--- src/rtl/slir_pkg.sv ---
// shared types and constants for the sorted list insert/remove block
package slir_pkg;

    localparam int VALUE_W  = 32;
    localparam int STATUS_W = 2;
    localparam int COUNT_W  = 5;

    localparam logic CMD_INSERT = 1'b0;
    localparam logic CMD_REMOVE = 1'b1;

    localparam logic [STATUS_W-1:0] ST_DONE      = 2'd0;
    localparam logic [STATUS_W-1:0] ST_FULL      = 2'd1;
    localparam logic [STATUS_W-1:0] ST_NOT_FOUND = 2'd2;
    localparam logic [STATUS_W-1:0] ST_EMPTY     = 2'd3;

    typedef logic signed [VALUE_W-1:0] value_t;
    typedef logic [STATUS_W-1:0]       status_t;
    typedef logic [COUNT_W-1:0]        count_t;

    typedef struct packed {
        logic insert_en;
        logic remove_en;
    } dp_cmd_t;

    typedef struct packed {
        logic full;
        logic empty;
        logic found;
    } dp_flags_t;

endpackage

--- src/rtl/slir_if.sv ---
// valid/ready channel interfaces for requests and responses
interface slir_req_if;
    logic                  valid;
    logic                  ready;
    logic                  command;
    slir_pkg::value_t      value;

    modport source (output valid, output command, output value, input ready);
    modport sink (input valid, input command, input value, output ready);
endinterface

interface slir_rsp_if;
    logic                  valid;
    logic                  ready;
    slir_pkg::status_t     status;
    slir_pkg::count_t      count;

    modport source (output valid, output status, output count, input ready);
    modport sink (input valid, input status, input count, output ready);
endinterface

--- src/rtl/slir_datapath.sv ---
// sorted cell chain: parallel compare, shift on insert and remove, stored count
module slir_datapath #(
    parameter int DEPTH = 16,
    parameter int CNT_W = 5
) (
    input  logic                 clk,
    input  logic                 rst_n,
    input  slir_pkg::dp_cmd_t    cmd,
    input  slir_pkg::value_t     value,
    output slir_pkg::dp_flags_t  flags,
    output logic [CNT_W-1:0]     count
);

    slir_pkg::value_t  cell_reg [DEPTH];
    logic [CNT_W-1:0]  count_reg;
    logic [CNT_W-1:0]  count_next;
    logic [DEPTH-1:0]  lt;
    logic [DEPTH-1:0]  eq;

    genvar i;
    generate
        for (i = 0; i < DEPTH; i++)
        begin : g_cell
            logic in_use;
            slir_pkg::value_t cell_next;

            assign in_use = count_reg > CNT_W'(i);
            assign lt[i]  = in_use && (cell_reg[i] < value);
            assign eq[i]  = in_use && (cell_reg[i] == value);

            always_comb
            begin
                cell_next = cell_reg[i];
                if (cmd.insert_en)
                begin
                    if (!lt[i])
                    begin
                        if (i == 0)
                        begin
                            cell_next = value;
                        end
                        else if (lt[(i == 0) ? 0 : i-1])
                        begin
                            cell_next = value;
                        end
                        else
                        begin
                            cell_next = cell_reg[(i == 0) ? 0 : i-1];
                        end
                    end
                end
                else if (cmd.remove_en)
                begin
                    if (!lt[i] && (i < DEPTH-1))
                    begin
                        cell_next = cell_reg[(i < DEPTH-1) ? i+1 : i];
                    end
                end
            end

            always_ff @(posedge clk)
            begin
                cell_reg[i] <= cell_next;
            end
        end
    endgenerate

    always_comb
    begin
        count_next = count_reg;
        if (cmd.insert_en)
        begin
            count_next = count_reg + 1'b1;
        end
        else if (cmd.remove_en)
        begin
            count_next = count_reg - 1'b1;
        end
    end

    always_ff @(posedge clk or negedge rst_n)
    begin
        if (!rst_n)
        begin
            count_reg <= '0;
        end
        else
        begin
            count_reg <= count_next;
        end
    end

    assign flags.full  = count_reg == CNT_W'(DEPTH);
    assign flags.empty = count_reg == '0;
    assign flags.found = |eq;
    assign count       = count_reg;

endmodule

--- src/rtl/slir_ctrl.sv ---
// handshake controller: accepts requests, issues datapath commands, holds the response
module slir_ctrl (
    input  logic                 clk,
    input  logic                 rst_n,
    input  logic                 req_valid,
    input  logic                 req_command,
    output logic                 req_ready,
    output logic                 rsp_valid,
    input  logic                 rsp_ready,
    output slir_pkg::status_t    rsp_status,
    input  slir_pkg::dp_flags_t  flags,
    output slir_pkg::dp_cmd_t    cmd
);

    localparam logic ST_IDLE = 1'b0;
    localparam logic ST_HOLD = 1'b1;

    logic              state_reg;
    logic              state_next;
    slir_pkg::status_t status_reg;
    slir_pkg::status_t status_next;
    logic              accept;

    assign req_ready = (state_reg == ST_IDLE) || rsp_ready;
    assign accept    = req_valid && req_ready;
    assign rsp_valid = state_reg == ST_HOLD;
    assign rsp_status = status_reg;

    always_comb
    begin
        cmd.insert_en = 1'b0;
        cmd.remove_en = 1'b0;
        status_next   = status_reg;
        if (accept)
        begin
            case (req_command)
                slir_pkg::CMD_INSERT:
                begin
                    if (flags.full)
                    begin
                        status_next = slir_pkg::ST_FULL;
                    end
                    else
                    begin
                        status_next   = slir_pkg::ST_DONE;
                        cmd.insert_en = 1'b1;
                    end
                end
                slir_pkg::CMD_REMOVE:
                begin
                    if (flags.empty)
                    begin
                        status_next = slir_pkg::ST_EMPTY;
                    end
                    else if (!flags.found)
                    begin
                        status_next = slir_pkg::ST_NOT_FOUND;
                    end
                    else
                    begin
                        status_next   = slir_pkg::ST_DONE;
                        cmd.remove_en = 1'b1;
                    end
                end
                default:
                begin
                    status_next = status_reg;
                end
            endcase
        end
    end

    always_comb
    begin
        state_next = state_reg;
        case (state_reg)
            ST_IDLE:
            begin
                if (accept)
                begin
                    state_next = ST_HOLD;
                end
            end
            ST_HOLD:
            begin
                if (rsp_ready && !accept)
                begin
                    state_next = ST_IDLE;
                end
            end
            default:
            begin
                state_next = ST_IDLE;
            end
        endcase
    end

    always_ff @(posedge clk or negedge rst_n)
    begin
        if (!rst_n)
        begin
            state_reg <= ST_IDLE;
        end
        else
        begin
            state_reg <= state_next;
        end
    end

    always_ff @(posedge clk)
    begin
        status_reg <= status_next;
    end

endmodule

--- src/rtl/sorted_list_insert_remove.sv ---
// top level of the sorted list insert/remove block
//
// keeps up to DEPTH signed 32-bit values in ascending order in a chain of
// cells that all compare against the operand and shift in the same cycle
// request channel: command (0 insert, 1 remove first equal) and value
// response channel: status (done, full, not found, empty) and the count of
// stored values after the operation
// every request produces exactly one response, in order
// the response is valid in the cycle after the request transfer
// throughput: one request per cycle; a new request is taken in the same
// cycle a pending response transfers, set by the single response register
// when the receiver stalls, the response holds and no new request is taken
// reset empties the list and clears the response valid; the stored values
// need no clearing since only cells below the count are ever compared
// the count field carries the low 5 bits of the stored count
module sorted_list_insert_remove #(
    parameter int DEPTH = 16
) (
    input  logic          clk,
    input  logic          rst_n,
    slir_req_if.sink      request,
    slir_rsp_if.source    response
);

    localparam int CNT_W = $clog2(DEPTH + 1);
    localparam int EXT_W = CNT_W + slir_pkg::COUNT_W;

    slir_pkg::dp_cmd_t   cmd;
    slir_pkg::dp_flags_t flags;
    logic [CNT_W-1:0]    count;
    logic [EXT_W-1:0]    count_ext;

    slir_ctrl u_ctrl (
        .clk         (clk),
        .rst_n       (rst_n),
        .req_valid   (request.valid),
        .req_command (request.command),
        .req_ready   (request.ready),
        .rsp_valid   (response.valid),
        .rsp_ready   (response.ready),
        .rsp_status  (response.status),
        .flags       (flags),
        .cmd         (cmd)
    );

    slir_datapath #(
        .DEPTH (DEPTH),
        .CNT_W (CNT_W)
    ) u_datapath (
        .clk   (clk),
        .rst_n (rst_n),
        .cmd   (cmd),
        .value (request.value),
        .flags (flags),
        .count (count)
    );

    assign count_ext      = EXT_W'(count);
    assign response.count = count_ext[slir_pkg::COUNT_W-1:0];

endmodule

--- src/flat_wrapper.sv ---
// flat-port wrapper written by rule: the top's interface ports become plain ports
module sorted_list_insert_remove_flat 
#(
    parameter int DEPTH = 16
)
  (clk, rst_n, request_valid, request_command, request_value, request_ready, response_valid, response_status, response_count, response_ready);
  slir_req_if request_i ();
  slir_rsp_if response_i ();
  input  logic clk;
  input  logic rst_n;
  input wire logic [$bits(request_i.valid)-1:0] request_valid;
  input wire logic [$bits(request_i.command)-1:0] request_command;
  input wire logic [$bits(request_i.value)-1:0] request_value;
  output wire logic [$bits(request_i.ready)-1:0] request_ready;
  output wire logic [$bits(response_i.valid)-1:0] response_valid;
  output wire logic [$bits(response_i.status)-1:0] response_status;
  output wire logic [$bits(response_i.count)-1:0] response_count;
  input wire logic [$bits(response_i.ready)-1:0] response_ready;
  assign request_i.valid = request_valid;
  assign request_i.command = request_command;
  assign request_i.value = request_value;
  assign request_ready = request_i.ready;
  assign response_valid = response_i.valid;
  assign response_status = response_i.status;
  assign response_count = response_i.count;
  assign response_i.ready = response_ready;
  sorted_list_insert_remove #(.DEPTH(DEPTH)) u_core (.clk(clk), .rst_n(rst_n), .request(request_i), .response(response_i));
endmodule
--- config.mk ---
export PLATFORM = sky130hd
export DESIGN_NAME = sorted_list_insert_remove_flat
export DESIGN_NICKNAME = d
export VERILOG_FILES = /design/src/rtl/slir_pkg.sv /design/src/rtl/slir_if.sv /design/src/rtl/slir_datapath.sv /design/src/rtl/slir_ctrl.sv /design/src/rtl/sorted_list_insert_remove.sv /design/src/flat_wrapper.sv
export SDC_FILE = /design/constraint.sdc
export NUM_CORES = 2
export LEC_CHECK = 0
export BUFFER_PORTS_ARGS = -buffer_cell sky130_fd_sc_hd__buf_2
export CORE_MARGIN = 1
export CORE_UTILIZATION = 40
export CTS_BUF_LIST = sky130_fd_sc_hd__clkbuf_4
export DETAILED_ROUTE_END_ITERATION = 8
export PLACE_DENSITY_LB_ADDON = 0.3
export SYNTH_ARGS = -nofsm -noshare
export SYNTH_HDL_FRONTEND = slang
export SYNTH_SLANG_ARGS = --single-unit
--- constraint.sdc ---
create_clock -name clk -period 10.5 [get_ports clk]
set_input_delay 0.525 -clock clk [delete_from_list [all_inputs] [get_ports clk]]
set_output_delay 0.525 -clock clk [all_outputs]
set_load 0.01 [all_outputs]
==> impl_summary.log <==
INFO  metric run_status = complete, no violations
INFO  metric ys_seq_elements = 520
INFO  metric finalWirelength = 146 mm
INFO  metric leakagePower = 0.0170 µW
INFO  metric fp.dieArea = 94300 µm²
INFO  metric fmaxAchievable = 161 MHz
INFO  metric core_region_area = around 92000 µm²
INFO  metric tns = 0 ns
INFO  metric detailedRoute.firstIterationViolations = between 4000 and 5000
INFO  metric htree_levels = 4
INFO  metric syn_area_per_cell = 10.0 µm²
INFO  metric vias = 32000
INFO  metric worst_hold_path_type = input port to flop
INFO  metric multi_input_area = 20500 µm²
INFO  metric worst_path_maximum_fanout = 18
INFO  metric critical_path.endpoint_type = flop
INFO  metric drcViolationCount = 0
INFO  metric synth.yosys.warnings = 0
INFO  metric tritoncts.num_buffers = 145
INFO  metric n_fill_cell = 8885
INFO  metric maximum_number_of_pins_on_one_net_before_global_route_repair = 203
INFO  metric post_synthesis_simple_gate_area_fraction = between 10% and 20%
INFO  metric drt.antenna.violating_nets = 0
INFO  metric tightestPinTransition = 1.35 ns
INFO  metric adder_and_majority_cell_fraction_of_the_synthesized_area = 17.4%
INFO  metric antenna_violations_before_repair = 4
INFO  metric finish.cell_count_without_fillers = 5112
INFO  metric critPathKind = input port to flop
INFO  metric post_synth_xor_area_fraction = 0.0235%
INFO  metric cap_violations = 0
INFO  metric synthesis.nets = 4273
INFO  metric synth_edf_count = 514
INFO  metric clk_transition_reported_paths = roughly 0.060 ns
INFO  metric postCtsResizedCells = 0
INFO  metric numPortBuffers = 45
INFO  metric largest_family_of_logic_cells_by_synthesized_area = adder cells
INFO  metric final_nets = 4315
INFO  metric grt_pass1_wl = 208 mm
INFO  metric placement_rows = 111
INFO  metric muxShareOfSynthArea = 8.15%
INFO  metric drive_above_1_share = 10.1%
INFO  metric root_buffer = sky130_fd_sc_hd__clkbuf_4
INFO  metric synth.lib_cells_used.distinct = 77
INFO  metric chipHeight = 307 µm
INFO  metric largest_register_ff_count = 512
INFO  metric design.portCount = 46
INFO  metric min_period_over_period = 59.0%
INFO  metric clkLatencyLatePin = 1.09 ns
INFO  metric gp_congestion = 0.977
INFO  metric layout-area-overhead-vs-synth = 9.12%
INFO  metric start_util = 40.5%
INFO  metric vias_per_cell = 6.25
INFO  metric syn_area = around 37000 µm²
INFO  metric power_density = around 170 nW/µm²
INFO  metric finalWorstPathRequiredPeriod = 6.20 ns
INFO  metric worst_hold_margin = 0.0718 ns
INFO  metric die_width = 307 µm
INFO  metric worst_slew_margin_rel = 9.33%
INFO  metric via_count_of_the_first_global_routing_pass = 29700
INFO  metric design_power_total = just under 7000 µW
INFO  metric finalHoldViolations = 0
INFO  metric ir_worst_vdd = ~130 µV
INFO  metric clock_tree.buffer_depth = 3
INFO  metric wl_per_cell = roughly 28 µm
INFO  metric cts_tree = yes
INFO  metric synthesis.instances = 3718
INFO  metric dp_hpwl = 101 mm
INFO  metric synth_compound_gate_area_share = ~15%
INFO  metric crit_required = 11.23 ns
INFO  metric numPlacedInstances = 4828
INFO  metric startpoint_class_of_the_critical_path = input port
INFO  metric synth-async-reset-ratio = 1.15%
INFO  metric overflow = 0
INFO  metric worst-endpoint-arrival = approximately 7 ns
INFO  metric layout.area.seq = 15600 µm²
INFO  metric global_route.usage.total = between 30% and 40%
INFO  metric rrSetupSlack = 4.81 ns
INFO  metric finalMaxSlewViolations = 0
INFO  metric fin_worst_skew = 0.0659 ns
INFO  metric clkSinkCount = 520
INFO  metric firstDrtPassIters = 6
INFO  metric seq_area_frac_synth = 41.9%
INFO  metric rsz0062_at_grt = false
INFO  metric setup_viol = 0
INFO  metric ys_flop_type = sky130_fd_sc_hd__edfxtp_1
## timing repair
action / 4_1_cts / 5_1_grt
hold buffers: 28 / 0
setup endpoints to repair: 0 / 0
endpoints found under the hold margin: 130 / 0
buffers inserted: 0 / 0
## path summary, 6_finish.rpt
check,startpoint,to,cells past startpoint
hold reg to reg,u_core.u_datapath.cell_reg[1][96],u_core.u_datapath.cell_reg[1][128],2
hold / removal,request_value[5],u_core.u_datapath.cell_reg[0][133],3
max in group asynchronous,rst_n,u_core.u_ctrl.rsp_valid,3
setup reg to reg,u_core.u_datapath.cell_reg[1][63],u_core.u_datapath.cell_reg[1][206],9
min in group asynchronous,rst_n,u_core.u_datapath.count[3],3
setup / recovery,request_value[31],u_core.u_datapath.cell_reg[1][206],12
## worst max-delay path, cell delays in order
cell and delay, ns:
sky130_fd_sc_hd__dlygate4sd3_1 0.60, sky130_fd_sc_hd__buf_2 0.33, sky130_fd_sc_hd__inv_1 0.44, sky130_fd_sc_hd__ha_1 0.57, sky130_fd_sc_hd__nand4_1 0.24, sky130_fd_sc_hd__nor4bb_1 1.09
sky130_fd_sc_hd__o211ai_1 0.23, sky130_fd_sc_hd__nand4_1 0.23, sky130_fd_sc_hd__nor4_4 0.09, sky130_fd_sc_hd__a211oi_2 1.09, sky130_fd_sc_hd__and3_2 1.00, sky130_fd_sc_hd__buf_4 0.45
## synth_stat cells (6+ instances only)
master                     count  area, µm²
sky130_fd_sc_hd__buf_1        14       52.6
sky130_fd_sc_hd__nand4_1     123        769
sky130_fd_sc_hd__clkbuf_1    133        499
sky130_fd_sc_hd__nor3_1       19       95.1
sky130_fd_sc_hd__buf_4        20        150
sky130_fd_sc_hd__o211ai_1    174       1310
sky130_fd_sc_hd__mux2_2       35        394
sky130_fd_sc_hd__nand2b_1     12       75.1
sky130_fd_sc_hd__buf_2        50        250
sky130_fd_sc_hd__nand3_1     192        961
sky130_fd_sc_hd__inv_1        73        274
sky130_fd_sc_hd__nor2_1      326       1220
sky130_fd_sc_hd__mux2i_1     261       2610
sky130_fd_sc_hd__ha_1        518       6480
sky130_fd_sc_hd__nor4_1       28        175
sky130_fd_sc_hd__edfxtp_1    514      15400
sky130_fd_sc_hd__dfrtp_1       6        150
sky130_fd_sc_hd__nand2_1     373       1400
sky130_fd_sc_hd__a211oi_1     15        113
sky130_fd_sc_hd__o21ai_0      77        385
sky130_fd_sc_hd__a31oi_1       6       37.5
sky130_fd_sc_hd__a21oi_1     540       2700
sky130_fd_sc_hd__and2_1       14       87.6
sky130_fd_sc_hd__nor2b_1      24        150
sky130_fd_sc_hd__o21a_1       10       75.1
sky130_fd_sc_hd__and4_1       11       96.3
sky130_fd_sc_hd__a21o_1       57        428
## per-stage QoR
stage | utilization [%] | setup WS (ns) | area (µm²)
after floorplan | - | 5.79 | 37200
after global placement | 41.9 | 4.32 | 38500
after detailed placement | 41.9 | 4.24 | 38500
after CTS | 44.1 | 4.71 | 40600
after global routing | 44.2 | 4.36 | 40600
final | 44.2 | 4.30 | 40600
## logic make-up (layout without fill, tap and decap cells)
family          Yosys count  in the layout
xor+xnor                  1              1
compound gates          941            941
other cells               0             10
simple gates           1150           1150
buf+inv                 290            431
mux                     298            298
fa+ha+maj               518            518
flops                   520            520
## report_power, final
part	leakage, µW	switching (µW)	internal [µW]
Combinational	0.0111	1390	652
Sequential	0.00477	199	2510
Clock	0.00108	972	994
Total	0.0170	2560	4160
## layout make-up
cell class,count,area share [%]
Antenna cell,10,0.0616
Clock buffer,212,3.92
Clock inverter,34,0.548
Inverter,73,0.675
Multi-Input combinational cell,2908,50.6
Sequential cell,520,38.4
Tap cell,1243,3.83
Timing Repair Buffer,112,2.03
## layout by cell type, fill, tap and decap left out, drive strengths merged, types with 4 or more instances in the layout
master	netlist	routed
o21a	10	10
a21oi	541	541
nor4	29	29
o21bai	4	4
buf	84	84
diode	0	10
nand4	123	123
a21boi	5	5
dlygate4sd3	0	28
edfxtp	514	514
ha	518	518
nor3	20	20
nor2b	24	24
nor2	326	326
and4	11	11
o21ai	80	80
o2111ai	4	4
nand3	192	192
mux2	37	37
clkinv	0	24
mux2i	261	261
o211ai	174	174
and2	14	14
a2111oi	5	5
o21ba	5	5
a31oi	6	6
nand4b	5	5
dfrtp	6	6
o221ai	5	5
inv	73	77
nand2	373	373
nand2b	12	12
a211oi	16	16
a21o	57	57
clkbuf	133	212
## layer usage
metal | track usage (%) | routed length, µm | part of all wire [%] | vias up
met2 | 45.5 | 62600 | 43 | 1868
met4 | 15.8 | 8050 | 5.5 | 0
met5 | 0 | 0 | 0 | -
met3 | 5.49 | 13400 | 9.2 | 334
met1 | 41.8 | 61600 | 42 | 15400
li1 | - | - | - | 14300
Note: power is estimated with default switching activity, not from simulation.
